===== src/rtl/brr_pkg.sv =====
package brr_pkg;

  // result kinds
  typedef enum logic [2:0] {
    KIND_DELIVER  = 3'd0,
    KIND_BUFFERED = 3'd1,
    KIND_OLD      = 3'd2,
    KIND_BEYOND   = 3'd3,
    KIND_REPORT   = 3'd4
  } kind_e;

  // position of a data frame against the expected number
  typedef enum logic [2:0] {
    CLS_EXP,
    CLS_OLD,
    CLS_NEW,
    CLS_DUP,
    CLS_FAR
  } cls_e;

  typedef enum logic [3:0] {
    S_IDLE,
    S_MOD,
    S_DATA,
    S_DRD,
    S_DEMIT,
    S_FRD,
    S_FEX,
    S_FCHK,
    S_SINIT,
    S_SCAN1,
    S_SCAN2,
    S_REPORT
  } state_e;

  typedef struct packed {
    logic load;
    logic mod_step;
    logic data_act;
    logic tag_rd;
    logic drain_emit;
    logic load_steps;
    logic flush_step;
    logic scan_init;
    logic scan1;
    logic scan2_init;
    logic scan2;
    logic report;
  } cmd_t;

  typedef struct packed {
    cls_e cls;
    logic req;
    logic req_adv;
    logic mod_done;
    logic next_full;
    logic head_full;
    logic steps_one;
    logic cnt_end;
    logic out_free;
  } sts_t;

endpackage


===== src/rtl/brr_ctrl.sv =====
module brr_ctrl
  import brr_pkg::*;
(
  input  logic clk_i,
  input  logic rst_ni,
  input  logic in_valid_i,
  input  sts_t sts_i,
  output cmd_t cmd_o,
  output logic in_stall_o
);

  state_e state_q, state_d;

  // state register
  always_ff @(posedge clk_i or negedge rst_ni) begin
    if (!rst_ni) begin
      state_q <= S_IDLE;
    end else begin
      state_q <= state_d;
    end
  end

  // next state
  always_comb begin
    state_d = state_q;
    unique case (state_q)
      S_IDLE: begin
        if (in_valid_i) state_d = S_MOD;
      end
      S_MOD: begin
        if (sts_i.mod_done) begin
          if (!sts_i.req) state_d = S_DATA;
          else if (sts_i.req_adv) state_d = S_FRD;
          else state_d = S_SINIT;
        end
      end
      S_DATA: begin
        if (sts_i.out_free) begin
          if (sts_i.cls == CLS_EXP && sts_i.next_full) state_d = S_DRD;
          else state_d = S_IDLE;
        end
      end
      S_DRD: state_d = S_DEMIT;
      S_DEMIT: begin
        if (sts_i.out_free) begin
          if (sts_i.next_full) state_d = S_DRD;
          else if (sts_i.req) state_d = S_SINIT;
          else state_d = S_IDLE;
        end
      end
      S_FRD: state_d = S_FEX;
      S_FEX: begin
        if (!sts_i.head_full || sts_i.out_free) begin
          state_d = sts_i.steps_one ? S_FCHK : S_FRD;
        end
      end
      S_FCHK: state_d = sts_i.head_full ? S_DRD : S_SINIT;
      S_SINIT: state_d = S_SCAN1;
      S_SCAN1: begin
        if (sts_i.cnt_end) state_d = S_SCAN2;
      end
      S_SCAN2: begin
        if (sts_i.cnt_end) state_d = S_REPORT;
      end
      S_REPORT: begin
        if (sts_i.out_free) state_d = S_IDLE;
      end
      default: state_d = S_IDLE;
    endcase
  end

  // commands to the datapath
  always_comb begin
    cmd_o = '0;
    unique case (state_q)
      S_IDLE:   cmd_o.load = in_valid_i;
      S_MOD: begin
        cmd_o.mod_step   = !sts_i.mod_done;
        cmd_o.load_steps = sts_i.mod_done && sts_i.req && sts_i.req_adv;
      end
      S_DATA:   cmd_o.data_act = sts_i.out_free;
      S_DRD:    cmd_o.tag_rd = 1'b1;
      S_DEMIT:  cmd_o.drain_emit = sts_i.out_free;
      S_FRD:    cmd_o.tag_rd = 1'b1;
      S_FEX:    cmd_o.flush_step = !sts_i.head_full || sts_i.out_free;
      S_FCHK:   cmd_o = '0;
      S_SINIT:  cmd_o.scan_init = 1'b1;
      S_SCAN1: begin
        cmd_o.scan1      = 1'b1;
        cmd_o.scan2_init = sts_i.cnt_end;
      end
      S_SCAN2:  cmd_o.scan2 = 1'b1;
      S_REPORT: cmd_o.report = sts_i.out_free;
      default:  cmd_o = '0;
    endcase
  end

  assign in_stall_o = (state_q != S_IDLE);

endmodule


===== src/rtl/brr_dp.sv =====
module brr_dp
  import brr_pkg::*;
#(
  parameter int W        = 64,
  parameter int SEQ_BITS = 12,
  parameter int TAG_BITS = 16
) (
  input  logic                clk_i,
  input  logic                rst_ni,
  input  logic                mode_i,
  input  logic [SEQ_BITS-1:0] seq_num_i,
  input  logic [TAG_BITS-1:0] frame_tag_i,
  input  cmd_t                cmd_i,
  output sts_t                sts_o,
  input  logic                out_stall_i,
  output logic                out_valid_o,
  output logic [2:0]          kind_o,
  output logic [SEQ_BITS-1:0] out_seq_o,
  output logic [TAG_BITS-1:0] out_tag_o,
  output logic [W-1:0]        ack_bitmap_o,
  output logic                last_o
);

  localparam int IDXW = $clog2(W);
  localparam int CNTW = $clog2(W + 1);
  localparam int MODW = 2;
  // reciprocal of the window size, scaled so the quotient is off by at most one
  localparam int QSH  = SEQ_BITS + IDXW;
  localparam logic [SEQ_BITS:0] RECIP = (SEQ_BITS+1)'((64'd1 << QSH) / W);

  // session and window state
  logic                open_q, open_d;
  logic [SEQ_BITS-1:0] exp_q, exp_d;
  logic [IDXW-1:0]     head_q, head_d;
  logic [W-1:0]        full_q, full_d;
  logic [W-1:0]        mvld_q, mvld_d;
  // current request
  logic                mode_q, mode_d;
  logic [SEQ_BITS-1:0] seq_q, seq_d;
  logic [TAG_BITS-1:0] tag_q, tag_d;
  // mark index computation
  logic [SEQ_BITS-1:0] quo_q, quo_d;
  logic [MODW-1:0]     mcnt_q, mcnt_d;
  logic [IDXW-1:0]     rem_q, rem_d;
  // flush and scan
  logic [CNTW-1:0]     steps_q, steps_d;
  logic [CNTW-1:0]     cnt_q, cnt_d;
  logic                pv_q, pv_d;
  logic [IDXW-1:0]     pidx_q, pidx_d;
  logic [SEQ_BITS-1:0] min_q, min_d;
  logic [W-1:0]        bmp_q, bmp_d;
  // output register
  logic                ov_q, ov_d;
  logic [2:0]          okind_q, okind_d;
  logic [SEQ_BITS-1:0] oseq_q, oseq_d;
  logic [TAG_BITS-1:0] otag_q, otag_d;
  logic [W-1:0]        obmp_q, obmp_d;
  logic                olast_q, olast_d;

  // memories
  logic [TAG_BITS-1:0] tag_mem [W];
  logic [SEQ_BITS-1:0] mark_mem [W];
  logic [TAG_BITS-1:0] tag_rd_q;
  logic [SEQ_BITS-1:0] mrd_q;

  logic [SEQ_BITS-1:0] off, mo, bdist;
  logic                in_win;
  logic [IDXW:0]       phys_sum;
  logic [IDXW-1:0]     phys, next_head;
  logic [2*SEQ_BITS:0] prod;
  logic [SEQ_BITS-1:0] rfull;
  logic                out_free, tag_we, mark_we, scan_rd;
  cls_e                cls;

  // frame position in the window
  assign off       = seq_q - exp_q;
  assign in_win    = off < SEQ_BITS'(W);
  assign phys_sum  = {1'b0, head_q} + {1'b0, off[IDXW-1:0]};
  assign phys      = (phys_sum >= (IDXW+1)'(W)) ? IDXW'(phys_sum - (IDXW+1)'(W))
                                                : phys_sum[IDXW-1:0];
  assign next_head = (head_q == IDXW'(W - 1)) ? '0 : head_q + 1'b1;
  assign out_free  = !ov_q || !out_stall_i;
  assign mo        = mrd_q - seq_q;
  assign bdist     = mo - min_q;
  assign prod      = {{(SEQ_BITS+1){1'b0}}, seq_q} * {{SEQ_BITS{1'b0}}, RECIP};
  assign rfull     = seq_q - quo_q * SEQ_BITS'(W);
  assign scan_rd   = (cmd_i.scan1 || cmd_i.scan2) && (cnt_q != CNTW'(W));

  always_comb begin
    if (off == '0) cls = CLS_EXP;
    else if (off[SEQ_BITS-1]) cls = CLS_OLD;
    else if (in_win) cls = full_q[phys] ? CLS_DUP : CLS_NEW;
    else cls = CLS_FAR;
  end

  // status to the controller
  always_comb begin
    sts_o.cls       = cls;
    sts_o.req       = mode_q;
    sts_o.req_adv   = (off != '0) && !off[SEQ_BITS-1];
    sts_o.mod_done  = (mcnt_q == '0);
    sts_o.next_full = full_q[next_head];
    sts_o.head_full = full_q[head_q];
    sts_o.steps_one = (steps_q == CNTW'(1));
    sts_o.cnt_end   = (cnt_q == CNTW'(W));
    sts_o.out_free  = out_free;
  end

  // datapath next state
  always_comb begin
    open_d  = open_q;   exp_d   = exp_q;   head_d  = head_q;
    full_d  = full_q;   mvld_d  = mvld_q;
    mode_d  = mode_q;   seq_d   = seq_q;   tag_d   = tag_q;
    quo_d   = quo_q;    mcnt_d  = mcnt_q;  rem_d   = rem_q;
    steps_d = steps_q;  cnt_d   = cnt_q;   pv_d    = pv_q;
    pidx_d  = pidx_q;   min_d   = min_q;   bmp_d   = bmp_q;
    okind_d = okind_q;  oseq_d  = oseq_q;  otag_d  = otag_q;
    obmp_d  = obmp_q;   olast_d = olast_q;
    ov_d    = out_stall_i ? ov_q : 1'b0;
    tag_we  = 1'b0;
    mark_we = 1'b0;

    // take a request
    if (cmd_i.load) begin
      mode_d = mode_i;
      seq_d  = seq_num_i;
      tag_d  = frame_tag_i;
      if (!open_q) begin
        open_d = 1'b1;
        exp_d  = seq_num_i;
      end
      mcnt_d = MODW'(2);
      rem_d  = '0;
    end

    // number mod window: quotient estimate, then one correction
    if (cmd_i.mod_step) begin
      if (mcnt_q == MODW'(2)) begin
        quo_d = SEQ_BITS'(prod >> QSH);
      end else begin
        rem_d = (rfull >= SEQ_BITS'(W)) ? IDXW'(rfull - SEQ_BITS'(W))
                                        : rfull[IDXW-1:0];
      end
      mcnt_d = mcnt_q - 1'b1;
    end

    // data frame decision
    if (cmd_i.data_act) begin
      ov_d    = 1'b1;
      oseq_d  = seq_q;
      otag_d  = tag_q;
      obmp_d  = '0;
      olast_d = 1'b1;
      mark_we = (cls != CLS_FAR);
      if (cls != CLS_FAR) mvld_d[rem_q] = 1'b1;
      case (cls)
        CLS_EXP: begin
          okind_d = KIND_DELIVER;
          olast_d = !full_q[next_head];
          full_d[head_q] = 1'b0;
          head_d  = next_head;
          exp_d   = exp_q + 1'b1;
        end
        CLS_NEW: begin
          okind_d = KIND_BUFFERED;
          full_d[phys] = 1'b1;
          tag_we  = 1'b1;
        end
        CLS_FAR: okind_d = KIND_BEYOND;
        default: okind_d = KIND_OLD;
      endcase
    end

    // deliver a buffered run
    if (cmd_i.drain_emit) begin
      ov_d    = 1'b1;
      okind_d = KIND_DELIVER;
      oseq_d  = exp_q;
      otag_d  = tag_rd_q;
      obmp_d  = '0;
      olast_d = !mode_q && !full_q[next_head];
      full_d[head_q] = 1'b0;
      head_d  = next_head;
      exp_d   = exp_q + 1'b1;
    end

    if (cmd_i.load_steps) begin
      steps_d = in_win ? off[CNTW-1:0] : CNTW'(W);
    end

    // flush below the request number
    if (cmd_i.flush_step) begin
      if (full_q[head_q]) begin
        ov_d    = 1'b1;
        okind_d = KIND_DELIVER;
        oseq_d  = exp_q;
        otag_d  = tag_rd_q;
        obmp_d  = '0;
        olast_d = 1'b0;
      end
      full_d[head_q] = 1'b0;
      head_d  = next_head;
      exp_d   = (steps_q == CNTW'(1)) ? seq_q : exp_q + 1'b1;
      steps_d = steps_q - 1'b1;
    end

    if (cmd_i.scan_init) begin
      cnt_d = '0;
      pv_d  = 1'b0;
      min_d = exp_q - seq_q;
    end

    // purge and oldest mark
    if (cmd_i.scan1 && pv_q && mvld_q[pidx_q]) begin
      if (mo[SEQ_BITS-1]) mvld_d[pidx_q] = 1'b0;
      else if (mo < min_q) min_d = mo;
    end

    // bitmap build
    if (cmd_i.scan2 && pv_q && mvld_q[pidx_q] && (bdist < SEQ_BITS'(W))) begin
      bmp_d[bdist[IDXW-1:0]] = 1'b1;
    end

    // scan address sequence
    if (cmd_i.scan1 || cmd_i.scan2) begin
      pv_d   = scan_rd;
      pidx_d = cnt_q[IDXW-1:0];
      if (scan_rd) cnt_d = cnt_q + 1'b1;
    end

    if (cmd_i.scan2_init) begin
      cnt_d = '0;
      pv_d  = 1'b0;
      bmp_d = '0;
    end

    // block-ack report
    if (cmd_i.report) begin
      ov_d    = 1'b1;
      okind_d = KIND_REPORT;
      oseq_d  = seq_q + min_q;
      otag_d  = '0;
      obmp_d  = bmp_q;
      olast_d = 1'b1;
      mvld_d  = '0;
    end
  end

  // registers
  always_ff @(posedge clk_i or negedge rst_ni) begin
    if (!rst_ni) begin
      open_q  <= 1'b0;  exp_q   <= '0;  head_q  <= '0;
      full_q  <= '0;    mvld_q  <= '0;
      mode_q  <= 1'b0;  seq_q   <= '0;  tag_q   <= '0;
      quo_q   <= '0;    mcnt_q  <= '0;  rem_q   <= '0;
      steps_q <= '0;    cnt_q   <= '0;  pv_q    <= 1'b0;
      pidx_q  <= '0;    min_q   <= '0;  bmp_q   <= '0;
      ov_q    <= 1'b0;  okind_q <= '0;  oseq_q  <= '0;
      otag_q  <= '0;    obmp_q  <= '0;  olast_q <= 1'b0;
    end else begin
      open_q  <= open_d;  exp_q   <= exp_d;   head_q  <= head_d;
      full_q  <= full_d;  mvld_q  <= mvld_d;
      mode_q  <= mode_d;  seq_q   <= seq_d;   tag_q   <= tag_d;
      quo_q   <= quo_d;   mcnt_q  <= mcnt_d;  rem_q   <= rem_d;
      steps_q <= steps_d; cnt_q   <= cnt_d;   pv_q    <= pv_d;
      pidx_q  <= pidx_d;  min_q   <= min_d;   bmp_q   <= bmp_d;
      ov_q    <= ov_d;    okind_q <= okind_d; oseq_q  <= oseq_d;
      otag_q  <= otag_d;  obmp_q  <= obmp_d;  olast_q <= olast_d;
    end
  end

  // slot tag memory
  always_ff @(posedge clk_i) begin
    if (tag_we) tag_mem[phys] <= tag_q;
    if (cmd_i.tag_rd) tag_rd_q <= tag_mem[head_q];
  end

  // mark memory
  always_ff @(posedge clk_i) begin
    if (mark_we) mark_mem[rem_q] <= seq_q;
    if (scan_rd) mrd_q <= mark_mem[cnt_q[IDXW-1:0]];
  end

  assign out_valid_o  = ov_q;
  assign kind_o       = okind_q;
  assign out_seq_o    = oseq_q;
  assign out_tag_o    = otag_q;
  assign ack_bitmap_o = obmp_q;
  assign last_o       = olast_q;

endmodule


===== src/rtl/block_ack_reorder_receiver.sv =====
// data frame: accepted, then the mark index is found by reciprocal multiplication (a
// quotient estimate, then one correction), then its result, then each buffered frame delivered
// request: the index steps, then a tag read and a step per flushed slot (up to WINDOW), a read
// and emit per run frame, then two passes over the mark memory and one report
// one item at a time; the next item is taken the cycle after its last result is loaded
// reset clears session, slot and mark valid bits at once; no clearing pass
module block_ack_reorder_receiver
  import brr_pkg::*;
#(
  parameter int WINDOW   = 64,
  parameter int SEQ_BITS = 12,
  parameter int TAG_BITS = 16
) (
  input  logic                clk_i,
  input  logic                rst_ni,
  input  logic                in_valid_i,
  output logic                in_stall_o,
  input  logic                mode_i,
  input  logic [SEQ_BITS-1:0] seq_num_i,
  input  logic [TAG_BITS-1:0] frame_tag_i,
  output logic                out_valid_o,
  input  logic                out_stall_i,
  output logic [2:0]          kind_o,
  output logic [SEQ_BITS-1:0] out_seq_o,
  output logic [TAG_BITS-1:0] out_tag_o,
  output logic [WINDOW-1:0]   ack_bitmap_o,
  output logic                last_o
);

  cmd_t cmd;
  sts_t sts;

  brr_ctrl u_ctrl (
    .clk_i      (clk_i),
    .rst_ni     (rst_ni),
    .in_valid_i (in_valid_i),
    .sts_i      (sts),
    .cmd_o      (cmd),
    .in_stall_o (in_stall_o)
  );

  brr_dp #(
    .W        (WINDOW),
    .SEQ_BITS (SEQ_BITS),
    .TAG_BITS (TAG_BITS)
  ) u_dp (
    .clk_i        (clk_i),
    .rst_ni       (rst_ni),
    .mode_i       (mode_i),
    .seq_num_i    (seq_num_i),
    .frame_tag_i  (frame_tag_i),
    .cmd_i        (cmd),
    .sts_o        (sts),
    .out_stall_i  (out_stall_i),
    .out_valid_o  (out_valid_o),
    .kind_o       (kind_o),
    .out_seq_o    (out_seq_o),
    .out_tag_o    (out_tag_o),
    .ack_bitmap_o (ack_bitmap_o),
    .last_o       (last_o)
  );

  // a taken request keeps the input stalled while it is worked on
  a_busy_after_accept: assert property (@(posedge clk_i) disable iff (!rst_ni)
    in_valid_i && !in_stall_o |=> in_stall_o)
    else $error("input not stalled after accept");

  // a report carries no tag and ends its request
  a_report_form: assert property (@(posedge clk_i) disable iff (!rst_ni)
    out_valid_o && kind_o == KIND_REPORT |-> out_tag_o == '0 && last_o)
    else $error("malformed report");

  // only reports carry a bitmap
  a_bitmap_only_report: assert property (@(posedge clk_i) disable iff (!rst_ni)
    out_valid_o && kind_o != KIND_REPORT |-> ack_bitmap_o == '0)
    else $error("bitmap on non-report result");

  // single-result frame outcomes always end their request
  a_single_last: assert property (@(posedge clk_i) disable iff (!rst_ni)
    out_valid_o && (kind_o == KIND_BUFFERED || kind_o == KIND_OLD ||
    kind_o == KIND_BEYOND) |-> last_o)
    else $error("frame outcome without last");

endmodule


===== config.mk =====
export PLATFORM = sky130hd
export DESIGN_NAME = block_ack_reorder_receiver
export DESIGN_NICKNAME = d
export VERILOG_FILES = /design/src/rtl/brr_pkg.sv /design/src/rtl/brr_ctrl.sv /design/src/rtl/brr_dp.sv /design/src/rtl/block_ack_reorder_receiver.sv
export SDC_FILE = /design/constraint.sdc
export NUM_CORES = 2
export LEC_CHECK = 0
export ABC_AREA = 1
export BUFFER_PORTS_ARGS = -buffer_cell sky130_fd_sc_hd__buf_2
export CAP_MARGIN = 20
export CORE_UTILIZATION = 55
export CTS_CLUSTER_DIAMETER = 120
export DETAILED_ROUTE_END_ITERATION = 12
export GPL_ROUTABILITY_DRIVEN = 0
export PLACE_DENSITY = 0.7
export SYNTH_ARGS = -nofsm -noshare
export SYNTH_HDL_FRONTEND = slang
export SYNTH_SLANG_ARGS = --single-unit

===== constraint.sdc =====
create_clock -name clk_i -period 15.4 [get_ports clk_i]
set_input_delay 0.77 -clock clk_i [delete_from_list [all_inputs] [get_ports clk_i]]
set_output_delay 0.77 -clock clk_i [all_outputs]
set_load 0.005 [all_outputs]

Word-level counts from Yosys, hierarchy flattened
Memories as Yosys holds them, arrays and structs flattened. A register that Yosys moved wholly into a read port is not among the register bits.
Index checks and enable logic that the tools add are counted.
Widths: inputs -> output; s select.
{"block": "word_totals", "ff_bits": 388, "mem_bits_rw": 1792, "input_bits": 33, "output_inout_bits": 98, "word_cells": 267, "memories": 2}
{"memory": "u_dp.tag_mem", "depth": 64, "width": 16, "read_ports": 1, "rd_clocked_by_memory_dff": 1, "wr": 1, "line_no": "brr_dp.sv:61", "rtl": "logic [TAG_BITS-1:0] tag_mem [W];"}
{"memory": "u_dp.mark_mem", "depth": 64, "width": 12, "read_ports": 1, "rd_clocked_by_memory_dff": 1, "wr": 1, "line_no": "brr_dp.sv:62", "rtl": "logic [SEQ_BITS-1:0] mark_mem [W];"}
{"block": "op_classes", "add_sub_neg": 14, "magnitude_cmp": 16, "n_eq_ne": 27, "mux": 133, "bitwise_logic": 9, "reduce_logical": 42}
{"cell": "$mux 64", "count": 15}
{"cell": "$and 64x64->64", "count": 4}
{"cell": "$mux 12", "count": 16}
{"cell": "$or 64x64->64", "count": 3}
{"cell": "$not 64->64", "count": 2}
{"cell": "$pmux 64 s2", "count": 1}
{"cell": "$mux 16", "count": 5}
{"cell": "$mux 6", "count": 10}
{"cell": "$sub 12x12->12", "count": 5}
{"cell": "$mux 4", "count": 13}
{"cell": "$mux 7", "count": 7}
{"cell": "$pmux 4 s12", "count": 1}
{"cell": "$lt 6x7->1 const B", "count": 6}
{"cell": "$mux 1", "count": 42}
{"cell": "$demux 1 s6", "count": 5}
{"cell": "$ge 6x1->1 const B", "count": 5}
{"cell": "$bmux 1 s6", "count": 4}
{"cell": "$lt 12x7->1 const B", "count": 2}
{"cell": "$mux 3", "count": 8}
{"cell": "$eq 4x3->1 const B", "count": 4}
{"cell": "$eq 4x4->1 const B", "count": 4}
{"cell": "$logic_and 1x1->1", "count": 16}
{"cell": "$ne 2x1->1 const B", "count": 7}
{"cell": "$add 12x1->12 const B", "count": 1}
{"cell": "36 further kinds", "count": 55}

Longest topological paths before layout
{"block": "depth", "ltp_word": 17, "mapped_depth": 27, "depth_no_buf": 25}

By module
Synthesis repeated with hierarchy kept, for this count alone.
{"block": "hier_totals", "hier_cells": 8460, "hier_area_um2": 94353.0}
{"module": "brr_dp", "n_inst": 1, "cells_each": 8338, "area_per_inst_um2": 93764.9, "seq_area_each_um2": 64111.5}
{"module": "brr_ctrl", "n_inst": 1, "cells_each": 122, "area_per_inst_um2": 588.1, "seq_area_each_um2": 100.1}

Worst setup path before layout
No wires, ideal clock.
{"block": "synth_path", "kind": "reg-to-reg", "startpoint": "reg u_dp.seq_q[1]", "endpoint": "mem u_dp.tag_mem[20][0] (enable)", "setup_time_ns": 0.389, "t_arrival_ns": 4.916, "required_time_ns": 15.011, "path_slack_ns": 10.096, "path_stages_with_launch": 20, "n_path_buf": 2, "synth_period_minus_slack_ns": 5.304, "cell_sequence": "dfrtp_1 > inv_1 > ha_1 > nand2_2 > o21ai_2 > xor2_1 > inv_1 > ha_1 > a21oi_1 > nand2_1 > xnor2_1 > inv_1 > nand3_1 > nand2_1 > nand3_1 > nand4_1 > or2_1 > buf_6 > buf_6 > nor2_1"}
{"block": "synth_via", "elab_chain_len": 15, "word_cells_on_any_way": 18, "cone_classes": "add/sub: 3; order compare: 2; eq/ne: 1; mux: 11; reduce/logical: 1"}
{"item": "start: declaration", "line_no": "brr_dp.sv:39", "rtl": "logic [SEQ_BITS-1:0] seq_q, seq_d;"}
{"item": "start signal: assignment", "line_no": "brr_dp.sv:263", "rtl": "mode_q <= mode_d; seq_q <= seq_d; tag_q <= tag_d;"}
{"item": "$sub 12x12->12 (*)", "line_no": "brr_dp.sv:76", "rtl": "assign off = seq_q - exp_q;"}
{"item": "$add 6x6->7", "line_no": "brr_dp.sv:78", "rtl": "assign phys_sum = {1'b0, head_q} + {1'b0, off[IDXW-1:0]};"}
{"item": "$sub 6x1->6 / $ge 7x7->1 (equally long branches)", "line_no": "brr_dp.sv:79", "rtl": "assign phys = (phys_sum >= (IDXW+1)'(W)) ? IDXW'(phys_sum - (IDXW+1)'(W))"}
{"item": "$mux 6", "line_no": "brr_dp.sv:79"}
{"item": "$bmux 1 s6", "line_no": "brr_dp.sv:92", "rtl": "else if (in_win) cls = full_q[phys] ? CLS_DUP : CLS_NEW;"}
{"item": "$mux 1 (not written as such)", "line_no": "brr_dp.sv:92"}
{"item": "$mux 1", "line_no": "brr_dp.sv:92"}
{"item": "$mux 3", "line_no": "brr_dp.sv:92"}
{"item": "$mux 3", "line_no": "brr_dp.sv:91", "rtl": "else if (off[SEQ_BITS-1]) cls = CLS_OLD;"}
{"item": "$mux 3", "line_no": "brr_dp.sv:90", "rtl": "if (off == '0) cls = CLS_EXP;"}
{"item": "$eq 3x2->1", "line_no": "brr_dp.sv:156", "rtl": "case (cls)"}
{"item": "$mux 1", "line_no": "brr_dp.sv:156"}
{"item": "$mux 1", "line_no": "brr_dp.sv:148", "rtl": "if (cmd_i.data_act) begin"}
{"item": "$mux 1", "line_no": "brr_dp.sv:274", "rtl": "if (tag_we) tag_mem[phys] <= tag_q;"}
{"item": "$mux 1 (not written as such)", "line_no": "brr_dp.sv:274"}
{"item": "end: declaration", "line_no": "brr_dp.sv:61"}
Mark *: on every way between the ends. The rest lies on a longest branch, timed or not. The select of a mux whose other input is x is not followed.

Worst setup path after layout
{"block": "layout_path", "startpoint": "reg u_dp.seq_q[0]", "endpoint": "mem u_dp.tag_mem[32][3] (enable)"}
Same word-level chain as after synthesis.

==> qor.yml <==
syn2layout_area_growth_pct: 10.4
cts_tree: "built"
clock.fmax_mhz: 156
fin_crit_sh_pct: 41.7
p_leak_nw: 38.7
avgSynthCellArea_um2: 11.0
synth_fa_ha_area_share_pct: 1.07
die_x_um: 417
fin_setup_tns_ns: 0
path_cells: "buf_4, inv_1, ha_1, inv_1, ha_2, inv_1, fa_1, inv_1, nand2_1, nand2_1, nand2_1, nand3_1, nand3_1, nand2_1, nand3_1, nand4_1, or2_2, buf_4, buf_4, nor2_2"
ys_ff_latch: 2202
grtUsageMet2_pct: 49.6
drtIter0Drc: 9972
grt-busiest-layer: "met2"
path_max_fanout: 69
place_inst: 10700
internal_power_w: 0.0123
dr.pass1.iters: 7
period_needed_ns: 6.42
synth_warnings: 0
end_kind: "flip-flop"
nNetsFinal: 8714
hold_path.class: "in -> reg"
p_sw_w: 0.00919
swShare_pct: 42.7
initial_core_util_pct: 55.6
async_reset_ff_share_pct: 17.3
antenna_left: 0
routed_via_density: 6.25
drc: 0
n_fill_cell: 13300
vdd.ir_drop.worst_mv: 0.261
synth_compound_area_share_pct: 9.91
synth-simple-area-share_pct: 16.4
cts_buffers: 210
worst_ep_arrival_time_ns: 6.87
clk_pin_slew_worst_paths_ns: 0.06
use_met3_pct: 5.91
routed-via-count: 69300
grt_pass1_wl_mm: 417
clock-sinks: 2202
rows: 151
io_buffers: 130
rsz0062_at_grt: "no"
relSlewSlack_pct: 24.6
cts_max_path_buffers: 3
num_io_pins: 131
grt_max_degree: 214
wl_per_cell_um: 25.5
crit_required_ns: 15.85
cts_resized: 0
max_slew.worst_pin.slew_ns: 1.13
synth_edf_count: 1820
cp-start-kind: "flip-flop"
final_max_slew_viol_count: 0
synth_cell_types: 54
die_h_um: 417
path_class: "reg -> reg"
p_clk_share_pct: 23.5
fin_skew_ns: 0.0741
cpMaxStageDelayCell: "fa_1"
synth_top_family_by_area: "simple AND/OR/NAND/NOR gates"
comb_power_share_pct: 39.0
antenna_found_initial: 10
synth_xor_area_share_pct: 0.453
root_buffer: "clkbuf_16"
crit_path_max_incr_delay_ns: 1.04
syn_nets: 8689
grt.met1_usage_pct: 42.8
hold_violations: 0
yosysSeqAreaShare_pct: 67.8
seqPwrFrac_pct: 37.4
hold_ws_ns: 0.121
status: "complete, no violations"
stdcell_count: 11100
setup_violations: 0
max_cap_violations: 0
synth_area_leaders: "edfxtp_1 58%, dfrtp_1 10%, nand2_1 7.2%, nor2_1 4.4%, o21ai_0 3.5%"
post-dp-hpwl_mm: 170
yosysTopAreaCellShare_pct: 57.7
die-area_mm2: 0.174
drive_gt1_share_pct: 8.92
post_cts_buffers: 0
core_mm2: 0.170
overflow: 0
synth_commonest_cells: "1820 x edfxtp_1, 1820 x nand2_1, 1111 x nor2_1"
routed_wl_mm: 283
grt_pass1_vias: 65300
syn_inst: 8579
synth.cell_area_mm2: 0.0947
yosys.area.top_type: "edfxtp_1"
track_usage_pct: 32.1
synth_ff_type: "edfxtp_1"
synth.area.mux_share_pct: 0.201
htree_levels: 4
clock_latency_ns: 0.89
power.density_mw_per_mm2: 206
[registers in the layout (all words and copies together), names as in the netlist, 64 cells and up]
name and cells:
u_dp.ack_bitmap_o 64, u_dp.bmp_q 64, u_dp.mvld_q 64, u_dp.full_q 64, u_dp.mark_mem 768, u_dp.tag_mem 1024
[through the flow]
stage | power (W) | setup WS, ns | instance area, um2 | util [%]
finish | 0.0215 | 8.98 | 104000 | 61.4
global route | 0.0223 | 8.54 | 104000 | 61.4
CTS | 0.0213 | 9.08 | 104000 | 61.3
detailed placement | 0.0163 | 9.11 | 97600 | 57.4
global placement | 0.0161 | 9.27 | 97600 | 57.4
floorplan | 0.0131 | 10.10 | 94700 | -
[cells by family (layout without fill, tap and decap cells)]
logic type	after synthesis	in the layout
fa+ha+maj	77	77
flops	2202	2202
compound gates	1544	1544
xor+xnor	49	49
buf+inv	948	1156
simple gates	3742	3742
other cells	0	2
mux	17	17
[routing by layer]
metal / vias to the layer above / wire, um
met3: 851 / 29400
met1: 33700 / 106000
li1: 30500 / -
met5: - / 76
met4: 12 / 17700
met2: 4302 / 130000
[cells in the final DEF (no fill, tap or decap), types with 156 or more instances in the layout]
cell type and n:
a21oi_1 204, buf_4 156, clkbuf_16 211, dfrtp_1 352, edfxtp_1 1820, inv_1 434
nand2_1 1818, nand3_1 447, nand4_1 247, nor2_1 1039, o21ai_0 667, o22ai_1 209
[repair_timing]
| action | CTS | global route |
|---|---|---|
| endpoints found under the hold margin | 85 | 0 |
| hold buffers | 1 | 0 |
| setup endpoints to repair | 0 | 0 |
[layout make-up]
type                       count  area [um2]  area share (%)
antenna                        2        5.00         0.00479
clock buffer                 290        5760            5.51
clock inverter               105        1020           0.976
inverter                     467        1790            1.71
multi-input combinational   5429       26800            25.6
sequential                  2202       64300            61.5
tap                         2295        2870            2.75
timing repair buffer         294        1980            1.89
[final timing paths]
kind,to,startpoint,slack (ns),cells after the start
worst max-delay path,u_dp.tag_mem[32][3]$_DFFE_PP_,u_dp.seq_q[0]$_DFFE_PN0P_,8.98,20
worst min-delay path,u_dp.tag_q[5]$_DFFE_PN0P_,frame_tag_i[5],0.12,2
worst max register to register,u_dp.tag_mem[32][3]$_DFFE_PP_,u_dp.seq_q[0]$_DFFE_PN0P_,8.98,20
worst min register to register,u_dp.open_q$_DFFE_PN0P_,u_dp.open_q$_DFFE_PN0P_,0.47,2
max in group asynchronous,u_dp.cnt_q[1]$_DFF_PN0_,rst_ni,12.43,4
min in group asynchronous,u_dp.full_q[48]$_DFF_PN0_,rst_ni,0.57,2
[worst max-delay path, delay by kind of cell, from the launching register on]
family	cells	cell delay, ns
simple gates	10	1.80
buf+inv	7	2.17
fa+ha+maj	3	1.67
flops	1	0.34
[power groups by stage]
stage | logic, W | registers (W) | clock network, W
finish | 0.00840 | 0.00806 | 0.00506
global route | 0.00897 | 0.00807 | 0.00531
CTS | 0.00814 | 0.00803 | 0.00510
detailed placement | 0.00810 | 0.00815 | 0
global placement | 0.00798 | 0.00814 | 0
floorplan | 0.00498 | 0.00808 | 0
Power figures use the tool's default switching activity.
